--- src/sv/pcde_pkg.sv ---
`timescale 1ns / 1ps
package pcde_pkg;

	// Polynomial shape and store size
	localparam int DEGREE       = 3;
	localparam int MAX_SEGMENTS = 16;
	localparam int NCOEF        = DEGREE + 1;
	localparam int NLANES       = 4;

	// Field widths
	localparam int TAU_W  = 17;
	localparam int FRAC_W = 16;
	localparam int COEF_W = 32;
	localparam int ACC_W  = 48;
	localparam int SEG_W  = 5;
	localparam int CNT_W  = 5;
	localparam int IDX_W  = 6;

	localparam int STEP_W = (NCOEF > 1) ? $clog2(NCOEF) : 1;
	localparam int SEG_AW = (MAX_SEGMENTS > 1) ? $clog2(MAX_SEGMENTS) : 1;
	localparam int FACT_W = 13;
	localparam int PROD_W = ACC_W + TAU_W + 1;
	localparam int SUM_W  = PROD_W + 1;
	localparam int SPAN_W = TAU_W + CNT_W;

	// Slot index split: multiply by reciprocal of NCOEF
	localparam int IDX_SHIFT = 16;
	localparam int RECIP_W   = IDX_SHIFT + 1;
	localparam int IDX_RECIP = ((1 << IDX_SHIFT) + NCOEF - 1) / NCOEF;

	localparam logic [TAU_W-1:0] TAU_ONE = TAU_W'(1 << FRAC_W);
	localparam logic [SPAN_W:0]  CEIL_ADD = (SPAN_W + 1)'((1 << FRAC_W) - 1);

	localparam logic signed [SUM_W-1:0] ROUND_HALF = SUM_W'(1 << (FRAC_W - 1));
	localparam logic signed [SUM_W-1:0] SAT_HI = SUM_W'({1'b0, {(ACC_W - 1){1'b1}}});
	localparam logic signed [SUM_W-1:0] SAT_LO = ~SAT_HI;

	typedef struct packed {
		logic [SEG_W-1:0]              seg;
		logic [TAU_W-1:0]              tau;
		logic [NCOEF-1:0][COEF_W-1:0]  coef;
		logic [NLANES-1:0][ACC_W-1:0]  acc;
	} eval_t;

	typedef struct packed {
		logic [SEG_W-1:0]              seg;
		logic [TAU_W-1:0]              tau;
		logic [NCOEF-1:0][COEF_W-1:0]  coef;
		logic [NLANES-1:0][ACC_W-1:0]  acc;
		logic [NLANES-1:0][PROD_W-1:0] prod;
	} prod_t;

	// n * (n-1) * ... * (n-d+1)
	function automatic logic [FACT_W-1:0] fall(input int n, input int d);
		logic [FACT_W-1:0] f;
		f = FACT_W'(1);
		for (int j = 0; j < NLANES; j++) begin
			if (j < d) f = FACT_W'(f * FACT_W'(n - j));
		end
		return f;
	endfunction

	function automatic logic [ACC_W-1:0] scale(input logic [COEF_W-1:0] c,
		input logic [FACT_W-1:0] f);
		logic signed [COEF_W+FACT_W:0] p;
		p = $signed(c) * $signed({1'b0, f});
		return ACC_W'(p);
	endfunction

	function automatic logic [ACC_W-1:0] sat_acc(input logic signed [SUM_W-1:0] x);
		logic [ACC_W-1:0] r;
		if (x > SAT_HI) r = SAT_HI[ACC_W-1:0];
		else if (x < SAT_LO) r = SAT_LO[ACC_W-1:0];
		else r = x[ACC_W-1:0];
		return r;
	endfunction

endpackage

--- src/sv/pcde_ram.sv ---
`timescale 1ns / 1ps
module pcde_ram #(
	parameter int WIDTH = 32,
	parameter int DEPTH = 16,
	localparam int AW = (DEPTH > 1) ? $clog2(DEPTH) : 1
) (
	input  logic                   clk,
	input  logic                   we,
	input  logic [AW-1:0]          waddr,
	input  logic [WIDTH-1:0]       wdata,
	input  logic                   re,
	input  logic [AW-1:0]          raddr,
	output logic [WIDTH-1:0]       rdata
);
	logic [WIDTH-1:0] mem [DEPTH];

	always_ff @(posedge clk) begin
		if (we) mem[waddr] <= wdata;
		if (re) rdata <= mem[raddr];
	end
endmodule

--- src/sv/pcde_front.sv ---
`timescale 1ns / 1ps
module pcde_front (
	input  logic                               clk,
	input  logic                               arst_n,
	input  logic [pcde_pkg::CNT_W-1:0]         seg_count,
	input  logic                               in_valid,
	output logic                               in_ready,
	input  logic                               mode,
	input  logic [pcde_pkg::IDX_W-1:0]         coef_index,
	input  logic [pcde_pkg::COEF_W-1:0]        coef_value,
	input  logic [pcde_pkg::TAU_W-1:0]         tau,
	output logic                               dn_valid,
	input  logic                               dn_ready,
	output pcde_pkg::eval_t                    dn_data
);
	logic                              accept;
	logic [pcde_pkg::TAU_W-1:0]        tau_sat;
	logic [pcde_pkg::CNT_W-1:0]        segs_eff;
	logic [pcde_pkg::SPAN_W-1:0]       span;
	logic [pcde_pkg::SPAN_W:0]         span_up;
	logic [pcde_pkg::SPAN_W-pcde_pkg::FRAC_W:0] seg_raw;
	logic [pcde_pkg::SEG_W-1:0]        seg_sel;
	logic [pcde_pkg::SEG_AW-1:0]       rd_addr;

	logic [pcde_pkg::IDX_W+pcde_pkg::RECIP_W-1:0] idx_prod;
	logic [pcde_pkg::IDX_W-1:0]        slot_q;
	logic [pcde_pkg::IDX_W-1:0]        slot_r;
	logic                              slot_ok;

	logic [pcde_pkg::COEF_W-1:0]       bank_rd [pcde_pkg::NCOEF];

	logic                              valid_s1;
	logic [pcde_pkg::SEG_W-1:0]        seg_s1;
	logic [pcde_pkg::TAU_W-1:0]        tau_s1;
	logic                              valid_s2;
	pcde_pkg::eval_t                   data_s2;
	pcde_pkg::eval_t                   init_next;
	logic                              ready_s1;
	logic                              ready_s2;

	assign ready_s2 = !valid_s2 || dn_ready;
	assign ready_s1 = !valid_s1 || ready_s2;
	assign in_ready = ready_s1;
	assign accept   = in_valid && ready_s1;

	// Segment select: max(1, ceil(tau * segs)), capped at segs
	always_comb begin
		tau_sat = (tau > pcde_pkg::TAU_ONE) ? pcde_pkg::TAU_ONE : tau;
		if (seg_count == '0) segs_eff = pcde_pkg::CNT_W'(1);
		else if (seg_count > pcde_pkg::CNT_W'(pcde_pkg::MAX_SEGMENTS))
			segs_eff = pcde_pkg::CNT_W'(pcde_pkg::MAX_SEGMENTS);
		else segs_eff = seg_count;
		span    = pcde_pkg::SPAN_W'(tau_sat * segs_eff);
		span_up = {1'b0, span} + pcde_pkg::CEIL_ADD;
		seg_raw = span_up[pcde_pkg::SPAN_W:pcde_pkg::FRAC_W];
		if (seg_raw == '0) seg_sel = pcde_pkg::SEG_W'(1);
		else if (seg_raw > ($bits(seg_raw))'(segs_eff)) seg_sel = segs_eff;
		else seg_sel = pcde_pkg::SEG_W'(seg_raw);
		rd_addr = pcde_pkg::SEG_AW'(seg_sel - pcde_pkg::SEG_W'(1));
	end

	// Split slot index into segment and power position
	always_comb begin
		idx_prod = ($bits(idx_prod))'(coef_index) *
			($bits(idx_prod))'(pcde_pkg::IDX_RECIP);
		slot_q   = pcde_pkg::IDX_W'(idx_prod >> pcde_pkg::IDX_SHIFT);
		slot_r   = coef_index - pcde_pkg::IDX_W'(slot_q * pcde_pkg::IDX_W'(pcde_pkg::NCOEF));
		slot_ok  = slot_q < pcde_pkg::IDX_W'(pcde_pkg::MAX_SEGMENTS);
	end

	for (genvar b = 0; b < pcde_pkg::NCOEF; b++) begin : g_bank
		logic bank_we;
		assign bank_we = accept && !mode && slot_ok &&
			(slot_r == pcde_pkg::IDX_W'(b));
		pcde_ram #(
			.WIDTH(pcde_pkg::COEF_W),
			.DEPTH(pcde_pkg::MAX_SEGMENTS)
		) u_bank (
			.clk   (clk),
			.we    (bank_we),
			.waddr (pcde_pkg::SEG_AW'(slot_q)),
			.wdata (coef_value),
			.re    (ready_s1),
			.raddr (rd_addr),
			.rdata (bank_rd[b])
		);
	end

	always_ff @(posedge clk or negedge arst_n) begin
		if (!arst_n) begin
			valid_s1 <= 1'b0;
		end else if (ready_s1) begin
			valid_s1 <= in_valid && mode;
		end
	end

	always_ff @(posedge clk) begin
		if (accept) begin
			seg_s1 <= seg_sel;
			tau_s1 <= tau_sat;
		end
	end

	// Leading coefficient, scaled for each derivative
	always_comb begin
		init_next.seg = seg_s1;
		init_next.tau = tau_s1;
		for (int b = 0; b < pcde_pkg::NCOEF; b++) init_next.coef[b] = bank_rd[b];
		for (int d = 0; d < pcde_pkg::NLANES; d++) begin
			if (d <= pcde_pkg::DEGREE)
				init_next.acc[d] = pcde_pkg::scale(bank_rd[0],
					pcde_pkg::fall(pcde_pkg::DEGREE, d));
			else
				init_next.acc[d] = '0;
		end
	end

	always_ff @(posedge clk or negedge arst_n) begin
		if (!arst_n) begin
			valid_s2 <= 1'b0;
		end else if (ready_s2) begin
			valid_s2 <= valid_s1;
		end
	end

	always_ff @(posedge clk) begin
		if (ready_s2 && valid_s1) data_s2 <= init_next;
	end

	assign dn_valid = valid_s2;
	assign dn_data  = data_s2;
endmodule

--- config.mk ---
export PLATFORM = sky130hd
export DESIGN_NAME = pcde_front
export DESIGN_NICKNAME = d
export VERILOG_FILES = /design/src/sv/pcde_pkg.sv /design/src/sv/pcde_ram.sv /design/src/sv/pcde_front.sv
export SDC_FILE = /design/constraint.sdc
export NUM_CORES = 2
export LEC_CHECK = 0
export BUFFER_PORTS_ARGS = -buffer_cell sky130_fd_sc_hd__buf_2
export CAP_MARGIN = 20
export CORE_AREA = 2 2 557 503
export DETAILED_ROUTE_END_ITERATION = 12
export DIE_AREA = 0 0 559 505
export RECOVER_POWER = 100
export SLEW_MARGIN = 10
export SYNTH_ARGS = -nofsm -noshare
export SYNTH_HDL_FRONTEND = slang
export SYNTH_SLANG_ARGS = --single-unit
--- constraint.sdc ---
create_clock -name clk -period 15.45 [get_ports clk]
set_input_delay 0 -clock clk [delete_from_list [all_inputs] [get_ports clk]]
set_output_delay 0 -clock clk [all_outputs]
set_load 0.05 [all_outputs]
Yosys cells after proc, flatten, opt, wreduce, memory -nomap -nowiden
Memory sizes are Yosys's and may differ from the RTL's. A register that Yosys moved wholly into a read port is not among the register bits.
Cells that the tools add are included.
- $mul: 3
- magnitude comparators: 4
- eq/ne operators: 3
- add/sub/neg operators: 3
- reductions and logical operators: 17
- mux-type cells: 13
- operators with widths (operator ; count):
    32-bit by 3-bit multiplier with 35-bit output, second input constant ; 2
    22-bit by 16-bit adder with 23-bit output, second input constant ; 1
    17-bit by 5-bit multiplier with 22-bit output ; 1
    5-bit 2-to-1 mux ; 4
    17-bit > comparator, second input constant ; 1
    17-bit 2-to-1 mux ; 1
    6-bit by 2-bit equality test with 1-bit output, second input constant ; 2
    1-bit logical AND ; 9
    1-bit 2-to-1 mux ; 8
    7-bit by 5-bit > comparator with 1-bit output ; 1
    7-bit logical NOT ; 1
    6-bit by 1-bit equality test with 1-bit output, second input constant ; 1
    6-bit logical NOT ; 1
    6-bit subtractor ; 1
    5-bit > comparator, second input constant ; 1
    5-bit logical NOT ; 1
    4-bit by 5-bit less-than comparator with 1-bit output, second input constant ; 1
    4-bit by 1-bit subtractor with 4-bit output, second input constant ; 1
    1-bit logical NOT ; 3
    1-bit logical OR ; 2
- flip-flop bits (word level): 276
- logic and storage cells: 60
- memory bits (writable): 2048
- memories: 4
- output and inout port bits: 344
- input bits: 65
- memory list (memory ; depth ; width ; read ports ; clocked after Yosys merged registers in ; wr ports ; line ; text):
    g_bank[0].u_bank.mem ; 16 ; 32 ; 1 ; 1 ; 1 ; pcde_ram.sv:15 ; logic [WIDTH-1:0] mem [DEPTH];
    g_bank[1].u_bank.mem ; 16 ; 32 ; 1 ; 1 ; 1 ; pcde_ram.sv:15 ;
    g_bank[2].u_bank.mem ; 16 ; 32 ; 1 ; 1 ; 1 ; pcde_ram.sv:15 ;
    g_bank[3].u_bank.mem ; 16 ; 32 ; 1 ; 1 ; 1 ; pcde_ram.sv:15 ;

Longest topological paths before layout
- depth after elaboration: 9
- gate-level depth with buffers: 38
- depth with buffers taken out: 33

Modules after synthesis
From an unflattened synthesis, not the netlist that was laid out.
- cell total of the unflattened synthesis: 4357
- area, all modules: 92957.9 µm²
- by module, submodules not included (module ; cells each ; instances ; area an instance (µm²) ; seq. area each (µm²)):
    pcde_ram ; 838 ; 4 ; 20174.3 ; 16335.7
    pcde_front ; 1005 ; 1 ; 12260.5 ; 6236.0

Worst setup path after synthesis
Ideal clock, no wire load.
- path type: input -> register
- start: input port tau[3] (netlist bit)
- end: register g_bank[0].u_bank.rdata[26] (read register of g_bank[0].u_bank.mem), data pin
- data arrival time: 7659 ps
- stages on the path: 35
- path buffers: 6
- path slack: 7516 ps
- required time: 15175 ps
- library setup time: 275 ps
- cells stage by stage: nor4_1 > a41o_1 > clkbuf_1 > nand2_1 > nor2_1 > fa_1 > fa_1 > inv_1 > fa_1 > inv_1 > ha_1 > a21oi_1 > o211ai_1 > o41a_1 > a311o_2 > o311ai_4 > nand3_1 > nor2b_1 > ha_1 > o21ai_0 > nand2b_1 > a21oi_1 > o21a_1 > nand2_2 > a211o_2 > inv_4 > buf_6 > buf_4 > ha_1 > clkbuf_1 > clkbuf_1 > clkbuf_1 > mux4_2 > a22oi_1 > o221ai_1
- longest elaborated chain between the ends: 8
- elaborated cells between the ends (all ways): 9
- classes of those cells: add/sub: 2; mul: 1; order compare: 2; mux: 3; reduce/logical: 1
- ends and longest elaborated chain (element ; line ; text):
    start, declared ; pcde_front.sv:11 ; input logic [pcde_pkg::TAU_W-1:0] tau,
    17-bit > comparator ; pcde_front.sv:48 ; tau_sat = (tau > pcde_pkg::TAU_ONE) ? pcde_pkg::TAU_ONE : tau;
    17-bit 2-to-1 mux (*) ; pcde_front.sv:48 ;
    17-bit by 5-bit multiplier with 22-bit output (*) ; pcde_front.sv:53 ; span = pcde_pkg::SPAN_W'(tau_sat * segs_eff);
    22-bit by 16-bit adder with 23-bit output (*) ; pcde_front.sv:54 ; span_up = {1'b0, span} + pcde_pkg::CEIL_ADD;
    7-bit by 5-bit > comparator with 1-bit output ; pcde_front.sv:57 ; else if (seg_raw > ($bits(seg_raw))'(segs_eff)) seg_sel = segs_eff;
    5-bit 2-to-1 mux ; pcde_front.sv:57 ;
    5-bit 2-to-1 mux (*) ; pcde_front.sv:56 ; if (seg_raw == '0) seg_sel = pcde_pkg::SEG_W'(1);
    named net seg_sel (one bit) ; pcde_front.sv:22 ; logic [pcde_pkg::SEG_W-1:0] seg_sel;
    4-bit by 1-bit subtractor with 4-bit output (*) ; pcde_front.sv:59 ; rd_addr = pcde_pkg::SEG_AW'(seg_sel - pcde_pkg::SEG_W'(1));
    end, declared ; pcde_ram.sv:13 ; output logic [WIDTH-1:0] rdata
The timed path passes the listed nets; every way through them passes the cells marked *.
A chain may end at the register's enable or synchronous reset.

Worst setup path in the final report
- start: register valid_s1
- end: memory g_bank[2].u_bank.mem[10][17], enable pin
- longest elaborated chain between the ends: 8
- ends and longest elaborated chain (element ; line ; text):
    start, declared ; pcde_front.sv:32 ; logic valid_s1;
    start signal, assigned ; pcde_front.sv:93 ; valid_s1 <= in_valid && mode;
    1-bit logical NOT ; pcde_front.sv:42 ; assign ready_s1 = !valid_s1 || ready_s2;
    1-bit logical OR ; pcde_front.sv:42 ;
    1-bit logical AND ; pcde_front.sv:44 ; assign accept = in_valid && ready_s1;
    1-bit logical AND (3 in a row) ; pcde_front.sv:73 ; assign bank_we = accept && !mode && slot_ok &&
    1-bit 2-to-1 mux ; pcde_ram.sv:18 ; if (we) mem[waddr] <= wdata;
    1-bit 2-to-1 mux (implied by the code) ; pcde_ram.sv:18 ;
    end, declared ; pcde_ram.sv:15 ;
No other way between the ends.

==> run_results.csv <==
group,metric,value,unit
route,first_iter_violations,4910,
finish,postLayoutCoreUtil,38.9,%
global_routing,grt.overflow.total,0,
placement,globalplace.congestion,0.764,
run_status,violations,"capacitance limit, slew limit",
power_and_ir_drop,leakage,34.9,nW
worst_setup_path,critPathMaxFanout,90,
worst_setup_path,cp-end-kind,"flip-flop",
route,vias,45300,
route,drt-met1-wl,95.2,mm
logic_synthesis,synth_xor_area_share,0.271,%
floorplanning,rows,183,
clock_network,cts_tree,"yes",
clock_network,cts-htree-levels,4,
floorplanning,dieWidth,559,µm
floorplanning,ioPinCount,409,
route,viasPerCell,5.09,
logic_synthesis,yosysSeqAreaShare,76.4,%
worst_setup_path,cp.required,15.84,ns
finish,nFillCells,24800,
logic_synthesis,synth-adder-area-share,2.49,%
logic_synthesis,synth_edf_count,2382,
power_and_ir_drop,p_clk_share,24.1,%
timing,rsz0062_at_grt,"false",
timing,tns,0,ns
timing,timing.final.ws_setup,2.70,ns
finish,final_nets,5215,
logic_synthesis,synth_top_family_by_area,"multiplexers",
finish,layout-drive-gt1-share,19.7,%
floorplanning,start_util,34.0,%
power_and_ir_drop,power_switching,8.66,mW
clock_network,clk_latency,0.91,ns
logic_synthesis,synth_seq_cells,2384,
route,routed-wl-met3,17.5,mm
global_routing,antenna_found_initial,25,
worst_setup_path,startpoint_type,"flip-flop",
finish,stdcell_count,8897,
timing,finalMaxSlewViolations,3815,
logic_synthesis,synth-main-ff-cell,"edfxtp_1",
logic_synthesis,synthMuxAreaShare,12.3,%
power_and_ir_drop,sw_frac_of_total,35.9,%
placement,dp.cells,8373,
floorplanning,die_area,282000,µm²
clock_network,cts_hold_buf,67,
route,highest_layer,"met5",
timing,max_freq,78.4,MHz
timing,finalSetupViolCount,0,
global_routing,grt_usage,16.0,%
floorplanning,die_y,505,µm
route,routed_wl,230,mm
placement,pre_cts_ws,3.88,ns
logic_synthesis,syn_inst,4484,
logic_synthesis,netlist_area,93700,µm²
worst_setup_path,arrival,13.14,ns
clock_network,post_cts_buffers,0,
power_and_ir_drop,internal_power,15.4,mW
clock_network,ctsResizeCount,0,
worst_setup_path,slowest_delay,5.33,ns
worst_setup_path,worst_path_max_delay_cell,"clkbuf_1",
route,wl_per_cell,25.9,µm
logic_synthesis,synth-compound-area-share,3.11,%
worst_setup_path,crit_type,"reg -> reg",
placement,numPortBuffers,406,
finish,stdcell_area,107000,µm²
clock_network,root_buffer,"clkbuf_16",
placement,detailed_place_hpwl,116,mm
power_and_ir_drop,vdd_drop_max,0.462,mV
global_routing,grt_first_pass_wirelength,329,mm
logic_synthesis,synth.avg_cell_area,20.9,µm²
timing,tightest_slew,7.89,ns
placement,place_area,99700,µm²
clock_network,path_clk_slew,0.07,ns
power_and_ir_drop,powerDensity,225,nW/µm²
flow_run,maxCapViolCount,78,
global_routing,grt_max_degree,148,
route,dr_wl_met2,111,mm
logic_synthesis,yosysUniqueCellTypes,71,
clock_network,ctsLongestPathBuffers,4,
worst_setup_path,path_cells,"nand3b_1, clkbuf_1, nand2_1, or2_2, nor2_1, nand2_1, buf_4, nor2_4, clkbuf_1",
route,ant_nets,0,
logic_synthesis,ys_warn_count,0,
timing,fin_crit_sh,82.5,%
clock_network,clkSinkCount,2384,
timing,final_hold_viol_count,0,
logic_synthesis,synth-simple-area-share,1.49,%
timing,fin_worst_skew,0.0555,ns
route,route.detailed.drc,0,
route,drt_pass1_iterations,5,
logic_synthesis,synthArstFlopShare,0.0839,%
run_status,run_status,"finished, violations left",
floorplanning,core-area,276000,µm²
hold_path,min_path_type,"in -> reg",
power_and_ir_drop,p_seq_share,33.5,%
timing,post-route-min-period,12.75,ns
power_and_ir_drop,combPwrFrac,42.3,%
timing,slew_headroom,-426,%
global_routing,first_global_vias,46500,
clock_network,cts_inserted_buffers,248,
finish,area_delta_synth_final,14.5,%
## registers in the layout, indices dropped and copies added, names as in the netlist
register and flops:
g_bank.u_bank.mem 2048, seg_s1 5, g_bank.u_bank.rdata 128, valid_s1 1, dn_valid 1, tau_s1 17, dn_data 184
## stage by stage
stage	total power [mW]	hold WS, ns
after floorplan	15.9	-0.296
after global placement	18.5	-0.214
after detailed placement	18.6	-0.212
after CTS	24.5	0.0663
after global routing	25.4	0.130
final	24.1	0.149
## path summary, 6_finish.rpt
kind | start | to | slack, ns | cells past startpoint
min | tau[8] | tau_s1[8]$_DFFE_PP_ | 0.15 | 4
min reg2reg | g_bank[2].u_bank.rdata[14]$_DFFE_PN_ | dn_data[270]$_DFFE_PP_ | 0.40 | 0
min in group asynchronous | arst_n | valid_s1$_DFFE_PN0N_ | 0.56 | 4
max in group asynchronous | arst_n | dn_valid$_DFFE_PN0P_ | 14.75 | 4
max reg2reg | valid_s1$_DFFE_PN0N_ | g_bank[2].u_bank.mem[10][17]$_DFFE_PP_ | 2.70 | 9
max | valid_s1$_DFFE_PN0N_ | g_bank[2].u_bank.mem[10][17]$_DFFE_PP_ | 2.70 | 9
## routing by layer
metal	up-vias	track usage, %
met3	330	2.71
met4	4	4.32
li1	19000	-
met1	24000	21.9
met2	1896	26.4
met5	-	0
## cell usage after synthesis, drive strengths merged, types with 3 or more instances
master | count | share of area [%]
edfxtp | 2382 | 76
xnor2 | 17 | 0.16
o21ai | 14 | 0.079
nor4 | 6 | 0.047
o221ai | 128 | 1.2
nor3 | 10 | 0.065
clkbuf | 113 | 0.45
o21a | 11 | 0.088
xor2 | 12 | 0.11
nand2b | 9 | 0.060
inv | 370 | 1.5
nand2 | 90 | 0.36
fa | 49 | 1.0
a21o | 15 | 0.12
ha | 108 | 1.4
and3 | 9 | 0.060
and2 | 3 | 0.020
a211oi | 4 | 0.032
mux4 | 512 | 12
nand3 | 15 | 0.080
nor2b | 12 | 0.080
a22oi | 129 | 1.0
o21bai | 4 | 0.032
o2111ai | 3 | 0.035
nor2 | 144 | 0.58
buf | 230 | 1.9
or3 | 6 | 0.040
or2 | 3 | 0.020
a21oi | 31 | 0.17
a311o | 3 | 0.033
a31oi | 4 | 0.027
## power groups by stage
stage,clock (mW),sequential [mW],combinational [mW]
global route,6.20,8.13,11.1
global placement,0,8.21,10.3
floorplan,0,8.43,7.52
finish,5.82,8.08,10.2
CTS,5.96,8.07,10.4
detailed placement,0,8.20,10.4
## logic make-up (layout without fill, tap and decap cells)
logic type | after synthesis | in the layout
buffers and inverters | 714 | 1421
multiplexers | 514 | 514
flip-flops | 2384 | 2384
AO/OA/AOI/OAI | 370 | 370
AND/OR/NAND/NOR | 315 | 315
adder cells (fa/ha/maj) | 157 | 157
other | 1 | 7
XOR/XNOR | 29 | 29
## critical path, delay by kind of cell (launching register included)
family,cells,cell delay [ns]
flip-flops,1,0.39
AND/OR/NAND/NOR,6,3.80
buffers and inverters,3,7.98
## layout by cell type, fill, tap and decap left out, types with 17 or more instances in the layout
cell,n
edfxtp_1,2382
mux4_2,512
clkbuf_1,460
inv_1,369
clkbuf_16,250
a22oi_1,129
o221ai_1,127
ha_1,108
nor2_1,103
nand2_1,90
clkinv_1,68
dlygate4sd3_1,67
buf_2,54
fa_1,49
buf_4,49
nor2_4,41
clkinv_2,32
a21oi_1,31
bufinv_16,22
xnor2_1,17
clkinvlp_4,17
## area by class of cell
type	instances	area, µm²	area share (%)
repair buffers	601	3000	2.80
diodes	5	12.5	0.0117
clock inverters	161	1430	1.33
inverters	371	1410	1.31
clock buffers	288	6400	5.97
multi-input cells	1387	18800	17.5
flip-flops and latches	2384	71600	66.7
well taps	3700	4630	4.32
No activity file was read; power rests on OpenSTA's default activity.
